**config.mk**
```make
export PLATFORM = sky130hd
export DESIGN_NAME = simple8b_word_packer_top_flat
export DESIGN_NICKNAME = d
export VERILOG_FILES = /design/src/hdl/s8wp_pkg.sv /design/src/hdl/s8wp_if.sv /design/src/hdl/s8wp_ram.sv /design/src/hdl/simple8b_word_packer_top.sv /design/src/flat_wrapper.sv
export SDC_FILE = /design/constraint.sdc
export NUM_CORES = 2
export LEC_CHECK = 0
export BUFFER_PORTS_ARGS = -buffer_cell sky130_fd_sc_hd__buf_2
export CAP_MARGIN = 40
export CORE_MARGIN = 1.5
export CORE_UTILIZATION = 45
export DETAILED_ROUTE_END_ITERATION = 10
export GPL_TIMING_DRIVEN = 0
export SLEW_MARGIN = 0
export SYNTH_ARGS = -nofsm -noshare
export SYNTH_HDL_FRONTEND = slang
export SYNTH_HIERARCHICAL = 1
export SYNTH_MEMORY_MAX_BITS = 65536
export SYNTH_SLANG_ARGS = --single-unit
```
**constraint.sdc**
```tcl
create_clock -name clk -period 26.2 [get_ports clk]
set_input_delay 5.24 -clock clk [delete_from_list [all_inputs] [get_ports clk]]
set_output_delay 5.24 -clock clk [all_outputs]
set_load 0.02 [all_outputs]
```
**src/hdl/s8wp_pkg.sv**
```systemverilog
// Package for the Simple-8b word packer: field widths, store geometry and
// the selector tables. No dependencies; compile first.
package s8wp_pkg;

	localparam int VALUE_W     = 64;
	localparam int DATA_BITS   = 60;
	localparam int SEL_BITS    = 4;
	localparam int SEL_MIN     = 1;
	localparam int SEL_MAX     = 14;
	localparam int STORE_DEPTH = 60;
	localparam int WORD_W      = DATA_BITS + SEL_BITS;

	localparam int WIDTH_W = $clog2(DATA_BITS + 1);
	localparam int COUNT_W = $clog2(STORE_DEPTH + 1);
	localparam int PTR_W   = $clog2(STORE_DEPTH);
	localparam int NSEL_W  = 7;

	localparam logic [VALUE_W-1:0] SEL_MASK = 64'h0000_0000_0000_000F;

	typedef logic [SEL_BITS-1:0] sel_t;
	typedef logic [WIDTH_W-1:0]  width_t;

	typedef struct packed {
		width_t                 width;
		logic [DATA_BITS-1:0]   data;
	} entry_t;

	localparam int ENTRY_W = $bits(entry_t);

	// bits per value for each selector
	function automatic width_t sel_bits(input sel_t sel);
		width_t b;
		case (sel)
			4'd0:    b = 6'd0;
			4'd1:    b = 6'd1;
			4'd2:    b = 6'd2;
			4'd3:    b = 6'd3;
			4'd4:    b = 6'd4;
			4'd5:    b = 6'd5;
			4'd6:    b = 6'd6;
			4'd7:    b = 6'd7;
			4'd8:    b = 6'd8;
			4'd9:    b = 6'd10;
			4'd10:   b = 6'd12;
			4'd11:   b = 6'd15;
			4'd12:   b = 6'd20;
			4'd13:   b = 6'd30;
			4'd14:   b = 6'd60;
			default: b = 6'd0;
		endcase
		return b;
	endfunction

	// values per word for each selector
	function automatic logic [NSEL_W-1:0] sel_count(input sel_t sel);
		logic [NSEL_W-1:0] n;
		case (sel)
			4'd0:    n = 7'd120;
			4'd1:    n = 7'd60;
			4'd2:    n = 7'd30;
			4'd3:    n = 7'd20;
			4'd4:    n = 7'd15;
			4'd5:    n = 7'd12;
			4'd6:    n = 7'd10;
			4'd7:    n = 7'd8;
			4'd8:    n = 7'd7;
			4'd9:    n = 7'd6;
			4'd10:   n = 7'd5;
			4'd11:   n = 7'd4;
			4'd12:   n = 7'd3;
			4'd13:   n = 7'd2;
			4'd14:   n = 7'd1;
			default: n = 7'd1;
		endcase
		return n;
	endfunction

endpackage

```
**src/hdl/s8wp_if.sv**
```systemverilog
// Handshake channels of the Simple-8b word packer: value items in,
// result items out. Depends on s8wp_pkg.
interface s8wp_in_if;
	import s8wp_pkg::*;
	logic               valid;
	logic               ready;
	logic [VALUE_W-1:0] value;
	modport source (output valid, output value, input ready);
	modport sink   (input valid, input value, output ready);
endinterface

interface s8wp_out_if;
	import s8wp_pkg::*;
	logic              valid;
	logic              ready;
	logic [WORD_W-1:0] packed_word;
	logic              word_valid;
	logic              accepted;
	logic              last;
	modport source (output valid, output packed_word, output word_valid,
		output accepted, output last, input ready);
	modport sink   (input valid, input packed_word, input word_valid,
		input accepted, input last, output ready);
endinterface

```
**src/hdl/s8wp_ram.sv**
```systemverilog
// Generic single-write, single-read RAM with registered read data.
// No dependencies.
module s8wp_ram #(
	parameter int WIDTH = 8,
	parameter int DEPTH = 16
) (
	input  logic                     clk,
	input  logic                     we,
	input  logic [$clog2(DEPTH)-1:0] waddr,
	input  logic [WIDTH-1:0]         wdata,
	input  logic                     re,
	input  logic [$clog2(DEPTH)-1:0] raddr,
	output logic [WIDTH-1:0]         rdata
);
	logic [WIDTH-1:0] mem [DEPTH];

	always_ff @(posedge clk) begin
		if (we) begin
			mem[waddr] <= wdata;
		end
		if (re) begin
			rdata <= mem[raddr];
		end
	end
endmodule

```
**src/hdl/simple8b_word_packer_top.sv**
```systemverilog
// Simple-8b word packer, top level. A value that fits passes the width search (one
// 15-bit chunk per step from the top), the fit check and the status state; a too-wide
// value goes straight to status. No new value is taken until the last one's status item
// is loaded, which waits on result stalls. Each word due first adds a selector scan, a
// pack pass, an emit step and, if values remain, a rescan of them, all through the single
// RAM read port of the pending store. Reset clears control, count, head and max width.
module simple8b_word_packer_top (
	input  logic       clk,
	input  logic       arst_n,
	s8wp_in_if.sink    values,
	s8wp_out_if.source results
);
	import s8wp_pkg::*;

	localparam int CHUNK_W    = 15;
	localparam int NUM_CHUNKS = DATA_BITS / CHUNK_W;
	localparam int CHK_W      = $clog2(NUM_CHUNKS);
	localparam int PROD_W     = WIDTH_W + COUNT_W + 1;

	localparam logic [2:0] ST_IDLE = 3'd0;
	localparam logic [2:0] ST_WID  = 3'd1;
	localparam logic [2:0] ST_FIT  = 3'd2;
	localparam logic [2:0] ST_SEL  = 3'd3;
	localparam logic [2:0] ST_PACK = 3'd4;
	localparam logic [2:0] ST_EMIT = 3'd5;
	localparam logic [2:0] ST_MAXW = 3'd6;
	localparam logic [2:0] ST_STAT = 3'd7;

	// Circular-buffer address: head plus offset, wrapped at the store depth.
	function automatic logic [PTR_W-1:0] wrap_add(input logic [PTR_W-1:0] a,
		input logic [PTR_W-1:0] b);
		logic [PTR_W:0] s;
		s = {1'b0, a} + {1'b0, b};
		if (s >= (PTR_W+1)'(STORE_DEPTH)) begin
			s = s - (PTR_W+1)'(STORE_DEPTH);
		end
		return s[PTR_W-1:0];
	endfunction

	// Highest set bit of one chunk of the value.
	function automatic logic [3:0] msb_pos(input logic [CHUNK_W-1:0] c);
		logic [3:0] p;
		p = '0;
		for (int i = 0; i < CHUNK_W; i++) begin
			if (c[i]) begin
				p = 4'(i);
			end
		end
		return p;
	endfunction

	// Selector whose value count equals n, or zero if n is no word boundary.
	function automatic sel_t ckpt_sel(input logic [COUNT_W-1:0] n);
		sel_t s;
		s = '0;
		for (int k = SEL_MIN; k <= SEL_MAX; k++) begin
			if (sel_count(sel_t'(k)) == NSEL_W'(n)) begin
				s = sel_t'(k);
			end
		end
		return s;
	endfunction

	// Shift the pack accumulator up by one slot of the chosen selector.
	function automatic logic [DATA_BITS-1:0] shl_sel(input logic [DATA_BITS-1:0] a,
		input sel_t sel);
		logic [DATA_BITS-1:0] r;
		r = a;
		for (int k = SEL_MIN; k <= SEL_MAX; k++) begin
			if (sel == sel_t'(k)) begin
				r = a << sel_bits(sel_t'(k));
			end
		end
		return r;
	endfunction

	// Sequencer and input item
	logic [2:0]           state_q;
	logic [DATA_BITS-1:0] v_q;
	width_t               w_q;
	logic                 acc_ok_q;
	logic [CHK_W-1:0]     chk_q;

	// Pending store bookkeeping
	logic [PTR_W-1:0]     head_q;
	logic [COUNT_W-1:0]   count_q;
	width_t               maxw_q;

	// Scan unit: read issue and one stage of returned data
	logic [PTR_W-1:0]     idx_q;
	logic                 iss_q;
	logic                 rvld_s1;
	logic [PTR_W-1:0]     ridx_s1;
	width_t               runmax_q;
	sel_t                 sel_q;
	logic [DATA_BITS-1:0] acc_q;

	// Output register
	logic                 out_valid_q;
	logic [WORD_W-1:0]    out_word_q;
	logic                 out_wv_q;
	logic                 out_acc_q;
	logic                 out_last_q;

	// RAM ports
	entry_t               rd_entry;
	entry_t               wr_entry;
	logic                 ram_we;
	logic [PTR_W-1:0]     ram_waddr;
	logic [PTR_W-1:0]     ram_raddr;

	// Datapath
	logic [CHUNK_W-1:0]   chunk;
	width_t               chunk_base;
	width_t               w_found;
	width_t               fit_m;
	logic [PROD_W-1:0]    fit_prod;
	logic                 fits;
	width_t               scan_m;
	logic [COUNT_W-1:0]   scan_n;
	sel_t                 scan_cs;
	logic                 scan_fail;
	logic                 scan_take;
	logic                 scan_last;
	sel_t                 next_sel;
	logic [NSEL_W-1:0]    next_n;
	logic [NSEL_W-1:0]    cur_n;
	logic [COUNT_W-1:0]   cur_n_c;
	logic                 issue_last_up;
	logic                 out_free;

	// Width search: one 15-bit chunk per cycle from the top.
	assign chunk      = v_q[chk_q*CHUNK_W +: CHUNK_W];
	assign chunk_base = WIDTH_W'(chk_q) * WIDTH_W'(CHUNK_W);
	assign w_found    = chunk_base + WIDTH_W'(msb_pos(chunk)) + WIDTH_W'(1);

	// Fit check: widest width times the count with the new value, against 60 bits.
	assign fit_m    = (maxw_q > w_q) ? maxw_q : w_q;
	assign fit_prod = PROD_W'(fit_m) * (PROD_W'(count_q) + PROD_W'(1));
	assign fits     = fit_prod <= PROD_W'(DATA_BITS);

	// Scan step on the entry returned by the RAM this cycle.
	assign scan_m    = (rd_entry.width > runmax_q) ? rd_entry.width : runmax_q;
	assign scan_n    = COUNT_W'(ridx_s1) + COUNT_W'(1);
	assign scan_cs   = ckpt_sel(scan_n);
	assign scan_fail = (scan_cs != '0) && (scan_m > sel_bits(scan_cs));
	assign scan_take = (scan_cs != '0) && !scan_fail;
	assign scan_last = scan_n == count_q;
	assign next_sel  = scan_take ? scan_cs : sel_q;
	assign next_n    = sel_count(next_sel);
	assign cur_n     = sel_count(sel_q);
	assign cur_n_c   = cur_n[COUNT_W-1:0];

	assign issue_last_up = (COUNT_W'(idx_q) + COUNT_W'(1)) == count_q;
	assign out_free      = !out_valid_q || results.ready;

	assign ram_raddr = wrap_add(head_q, idx_q);
	assign ram_we    = (state_q == ST_FIT) && fits;
	assign ram_waddr = wrap_add(head_q, PTR_W'(count_q));
	assign wr_entry  = '{width: w_q, data: v_q};

	s8wp_ram #(
		.WIDTH (ENTRY_W),
		.DEPTH (STORE_DEPTH)
	) u_store (
		.clk   (clk),
		.we    (ram_we),
		.waddr (ram_waddr),
		.wdata (wr_entry),
		.re    (iss_q),
		.raddr (ram_raddr),
		.rdata (rd_entry)
	);

	always_ff @(posedge clk or negedge arst_n) begin
		if (!arst_n) begin
			state_q     <= ST_IDLE;
			v_q         <= '0;
			w_q         <= '0;
			acc_ok_q    <= 1'b0;
			chk_q       <= '0;
			head_q      <= '0;
			count_q     <= '0;
			maxw_q      <= '0;
			idx_q       <= '0;
			iss_q       <= 1'b0;
			rvld_s1     <= 1'b0;
			ridx_s1     <= '0;
			runmax_q    <= '0;
			sel_q       <= '0;
			acc_q       <= '0;
			out_valid_q <= 1'b0;
			out_word_q  <= '0;
			out_wv_q    <= 1'b0;
			out_acc_q   <= 1'b0;
			out_last_q  <= 1'b0;
		end else begin
			// Drop the result item once taken; a load below overrides.
			if (results.ready) begin
				out_valid_q <= 1'b0;
			end
			// Track the read in flight; the RAM returns it next cycle.
			rvld_s1 <= iss_q;
			ridx_s1 <= idx_q;

			case (state_q)
				ST_IDLE: begin
					if (values.valid) begin
						v_q <= values.value[DATA_BITS-1:0];
						if (|values.value[VALUE_W-1:DATA_BITS]) begin
							acc_ok_q <= 1'b0;
							state_q  <= ST_STAT;
						end else begin
							chk_q   <= CHK_W'(NUM_CHUNKS - 1);
							state_q <= ST_WID;
						end
					end
				end
				ST_WID: begin
					// Zero counts as one bit wide.
					if (chunk != '0) begin
						w_q     <= w_found;
						state_q <= ST_FIT;
					end else if (chk_q == '0) begin
						w_q     <= WIDTH_W'(1);
						state_q <= ST_FIT;
					end else begin
						chk_q <= chk_q - CHK_W'(1);
					end
				end
				ST_FIT: begin
					if (fits) begin
						count_q  <= count_q + COUNT_W'(1);
						maxw_q   <= fit_m;
						acc_ok_q <= 1'b1;
						state_q  <= ST_STAT;
					end else begin
						// Start the selector scan over the oldest values.
						idx_q    <= '0;
						iss_q    <= 1'b1;
						runmax_q <= '0;
						sel_q    <= sel_t'(SEL_MAX);
						state_q  <= ST_SEL;
					end
				end
				ST_SEL: begin
					if (iss_q) begin
						idx_q <= idx_q + PTR_W'(1);
						if (issue_last_up) begin
							iss_q <= 1'b0;
						end
					end
					if (rvld_s1) begin
						runmax_q <= scan_m;
						if (scan_take) begin
							sel_q <= scan_cs;
						end
						// A failed boundary fails every longer prefix: stop there.
						if (scan_fail || scan_last) begin
							sel_q   <= next_sel;
							idx_q   <= PTR_W'(next_n - NSEL_W'(1));
							iss_q   <= 1'b1;
							rvld_s1 <= 1'b0;
							acc_q   <= '0;
							state_q <= ST_PACK;
						end
					end
				end
				ST_PACK: begin
					// Read the chosen values newest first and shift them in.
					if (iss_q) begin
						if (idx_q == '0) begin
							iss_q <= 1'b0;
						end else begin
							idx_q <= idx_q - PTR_W'(1);
						end
					end
					if (rvld_s1) begin
						acc_q <= shl_sel(acc_q, sel_q) | rd_entry.data;
						if (ridx_s1 == '0) begin
							state_q <= ST_EMIT;
						end
					end
				end
				ST_EMIT: begin
					if (out_free) begin
						out_valid_q <= 1'b1;
						out_word_q  <= {acc_q, sel_q};
						out_wv_q    <= 1'b1;
						out_acc_q   <= 1'b0;
						out_last_q  <= 1'b0;
						head_q      <= wrap_add(head_q, PTR_W'(cur_n_c));
						count_q     <= count_q - cur_n_c;
						idx_q       <= '0;
						runmax_q    <= '0;
						if (count_q == cur_n_c) begin
							maxw_q  <= '0;
							state_q <= ST_FIT;
						end else begin
							iss_q   <= 1'b1;
							state_q <= ST_MAXW;
						end
					end
				end
				ST_MAXW: begin
					// Rescan the remaining values for the new max width.
					if (iss_q) begin
						idx_q <= idx_q + PTR_W'(1);
						if (issue_last_up) begin
							iss_q <= 1'b0;
						end
					end
					if (rvld_s1) begin
						runmax_q <= scan_m;
						if (scan_last) begin
							maxw_q  <= scan_m;
							state_q <= ST_FIT;
						end
					end
				end
				ST_STAT: begin
					if (out_free) begin
						out_valid_q <= 1'b1;
						out_word_q  <= '0;
						out_wv_q    <= 1'b0;
						out_acc_q   <= acc_ok_q;
						out_last_q  <= 1'b1;
						state_q     <= ST_IDLE;
					end
				end
				default: begin
					state_q <= ST_IDLE;
				end
			endcase
		end
	end

	assign values.ready        = state_q == ST_IDLE;
	assign results.valid       = out_valid_q;
	assign results.packed_word = out_word_q;
	assign results.word_valid  = out_wv_q;
	assign results.accepted    = out_acc_q;
	assign results.last        = out_last_q;

`ifndef ASSERT_OFF
	// Between items the pending values always fit one word.
	a_idle_fits: assert property (@(posedge clk) disable iff (!arst_n)
		state_q == ST_IDLE |-> (PROD_W'(maxw_q) * PROD_W'(count_q)) <= PROD_W'(DATA_BITS))
		else $error("pending values exceed one word while idle");

	// An emitted word carries a real selector and is never the final item.
	a_word_sel: assert property (@(posedge clk) disable iff (!arst_n)
		results.valid && results.word_valid |->
			(results.packed_word & SEL_MASK) != '0 && !results.last)
		else $error("word item with selector zero or marked last");

	// An accepted status leaves at least the new value pending.
	a_acc_count: assert property (@(posedge clk) disable iff (!arst_n)
		results.valid && results.last && results.accepted |-> count_q != '0 && maxw_q != '0)
		else $error("accepted status with empty pending store");

	// The pending count never passes the store depth.
	a_count_max: assert property (@(posedge clk) disable iff (!arst_n)
		count_q <= COUNT_W'(STORE_DEPTH))
		else $error("pending count overflow");
`endif

endmodule

```
**src/flat_wrapper.sv**
```systemverilog
// flat-port wrapper written by rule: the top's interface ports become plain ports
module simple8b_word_packer_top_flat import s8wp_pkg::*;
  (clk, arst_n, values_valid, values_value, values_ready, results_valid, results_packed_word, results_word_valid, results_accepted, results_last, results_ready);
  s8wp_in_if values_i ();
  s8wp_out_if results_i ();
  input  logic clk;
  input  logic arst_n;
  input wire logic [$bits(values_i.valid)-1:0] values_valid;
  input wire logic [$bits(values_i.value)-1:0] values_value;
  output wire logic [$bits(values_i.ready)-1:0] values_ready;
  output wire logic [$bits(results_i.valid)-1:0] results_valid;
  output wire logic [$bits(results_i.packed_word)-1:0] results_packed_word;
  output wire logic [$bits(results_i.word_valid)-1:0] results_word_valid;
  output wire logic [$bits(results_i.accepted)-1:0] results_accepted;
  output wire logic [$bits(results_i.last)-1:0] results_last;
  input wire logic [$bits(results_i.ready)-1:0] results_ready;
  assign values_i.valid = values_valid;
  assign values_i.value = values_value;
  assign values_ready = values_i.ready;
  assign results_valid = results_i.valid;
  assign results_packed_word = results_i.packed_word;
  assign results_word_valid = results_i.word_valid;
  assign results_accepted = results_i.accepted;
  assign results_last = results_i.last;
  assign results_i.ready = results_ready;
  simple8b_word_packer_top u_core (.clk(clk), .arst_n(arst_n), .values(values_i), .results(results_i));
endmodule
```
==> metrics <==
final setup skew=0.0680 ns; critical-path maximum fanout=46; Placed Instance Area=around 190000 sq um; layout cell share with drive strength beyond 1=0.264; top-count cell post-synth=edfxtp_1; CP max stage delay=roughly 0.80 ns; cell taking the most area after synthesis=edfxtp_1; Yosys cell types=99; maximum achievable frequency=99.9 MHz; Max Root-Sink Buffers=4; Synth Instances=~8900; Slew Limit Fails=0; setup bufs post-CTS=0; Clock transition at path regs=roughly 0.060 ns; slowest CP cell=mux2i_1; Setup TNS=0 ns; clock latency on the worst-skew pair=about 0.99 ns; element type at the critical path start=flip-flop; vias in the first global route=just under 100k; Net count, final=approximately 10000; row count=about 230; Yosys top cell area share=0.699; run status=complete, no violations; Top FF cell, synth=edfxtp_1; HPWL after DPL=~420000 um; post-synthesis compound-gate area fraction=0.0545; CTS buffer count=approximately 430; Port Buffers=approximately 140; adder-cell share of the synthesized area=0.00958; GRT overflow=0; Seq/Total Area, Yosys=0.734; Syn. warnings=6; Worst Path Required=26.86 ns; Die ar.=388000 sq um; cell mode on critical path=buf_4; mux contribution to synthesized area=0.154; Pre-antenna DRT Iters=6; Syn Std Cell Area=~170000 sq um; P&R area growth vs syn=17.0%; Setup CP Type=flip-flop to flip-flop; Die X=between 600 and 700 um; critical path arrival=10.66 ns; vias per std cell=6.53; TritonCTS clock tree=done; Sequential Area=between 100000 and 150000 sq um; hold_ws=just under 0.5 ns; WL/cell=38.7 um; Tightest Hold Check Type=flip-flop to flip-flop; syn_area_per_cell=just under 20 sq um; Starting Density=0.452; clock root buffer=clkbuf_16; simple-gate portion of the synthesized area=0.0264; H-tree Lvls=5; RSZ-0062 raised after global routing=false; pin count of the biggest net entering global routing=~90; DRC=0; post-route minimum period=10.01 ns; DR vias=99800; GPL Wtd Cong=0.957; first-pass GRT wire length=809000 um; Final Setup Violations=0; critical path capture point type=flip-flop; die height=just over 600 um; I/O pins=between 100 and 150; fill count=~30000; synthesized flop and latch total=about 4300; initial antenna violation count=48; relative slew slack=0.324; Worst R2R Setup Slack=between 15 and 20 ns; EDFF count, synth=4026; Synth Net Count=9046; Finished Cell Area=202000 sq um; post_cts resized=0; Total GRT Usage=0.302; Hold Fails Final Rpt=0; largest family of logic cells by synthesized area=multiplexers; Clock Sinks=about 4300; footprint of the multi-input gates=approximately 43000 sq um; Routed Antenna Nets=0; Routed Wire Length=~590000 um; DR iter-0 viols=between 10000 and 15000; final critical-path share of the clock period=0.382; Core Region=~380000 sq um; Synth area leaders=edfxtp_1, mux4_2, dfrtp_1, mux2i_1, a21oi_1; FFs w/ async S/R, synth=0.0567; xor/xnor cell area share of the yosys netlist=0.00283; Max-Cap Viols=0; CTS Hold Buffers Added=0; most frequent cells after synthesis=edfxtp_1, mux4_2, clkbuf_1; Slew @ Worst Pin=around 1.0 ns
per-layer routing:
layer / vias up / share of wire / GRT usage
met5: - / 0.00084 / 0
met4: 34 / 0.048 / 0.118
met3: 1185 / 0.12 / 0.0858
met2: 6427 / 0.45 / 0.459
met1: 53200 / 0.38 / 0.414
li1: 39000 / - / -
stage by stage:
step,instances,worst slack [ns],util
3_5_place_dp,14500,16.37,0.493
3_3_place_gp,14000,4.43,0.471
4_1_cts,15300,16.30,0.529
5_1_grt,15300,15.81,0.529
2_1_floorplan,8863,14.69,-
6_report,15300,16.19,0.529
kinds of logic (layout without fill, tap and decap cells):
family	after synthesis	after routing
other cells	0	26
xor+xnor	55	55
flops	4268	4268
buf+inv	719	2087
compound gates	1430	1430
fa+ha+maj	115	115
mux	1334	1334
simple gates	942	942
path summary, 6_finish.rpt:
kind	startpoint	end	cells past startpoint
max reg2reg	u_core/w_q[2]	u_core/u_store/mem[32][44]	31
min reg2reg	u_core/results.accepted	u_core/results.accepted	2
min	u_core/results.accepted	u_core/results.accepted	2
max in group asynchronous	arst_n	u_core/v_q[12]	3
min in group asynchronous	arst_n	u_core/results.packed_word[18]	1
max	u_core/w_q[2]	u_core/u_store/mem[32][44]	31
sequential cells by signal, summed over array words and instances, names as in the netlist, 2 cells and up:
register and count:
u_core/u_store/mem 3960, u_core/u_store/rdata 66, u_core/results.packed_word 64, u_core/acc_q 60, u_core/v_q 60, u_core/count_q 6
u_core/head_q 6, u_core/idx_q 6, u_core/maxw_q 6, u_core/ridx_s1 6, u_core/runmax_q 6, u_core/w_q 6
u_core/sel_q 4, u_core/state_q 3, u_core/chk_q 2
worst max-delay path, delay by kind of cell, from the launching register on:
kind                       cells  cell delay (ns)
AOI/OAI and AO/OA              6             1.11
adders and majority gates      5             2.09
DFF                            1             0.64
and+or+nand+nor                7             2.75
muxes                          1             0.80
buffers and inverters         12             2.22
placed cells by master (no fill, tap or decap), types with 125 or more instances in the layout:
cell,instances
edfxtp_1,4026
o22ai_1,125
mux2i_1,191
mux4_2,1058
o21ai_0,285
a22oi_1,146
clkbuf_1,451
buf_2,264
buf_12,222
dfrtp_1,175
a21oi_1,309
nand2_1,282
a211oi_1,154
nor2_1,207
clkbuf_16,437
final cells by class:
| type | count | area share |
|---|---|---|
| antenna | 26 | 0.000322 |
| buffer | 607 | 0.0134 |
| clock buffer | 527 | 0.0561 |
| clock inverter | 260 | 0.0124 |
| inverter | 112 | 0.00208 |
| multi-input combinational | 3876 | 0.214 |
| sequential | 4268 | 0.628 |
| tap | 5038 | 0.0312 |
| timing repair buffer | 581 | 0.0428 |
Power is left out: the tool's default activity adds up to more than one toggle a clock period on the data nets, which glitch-free logic cannot reach.
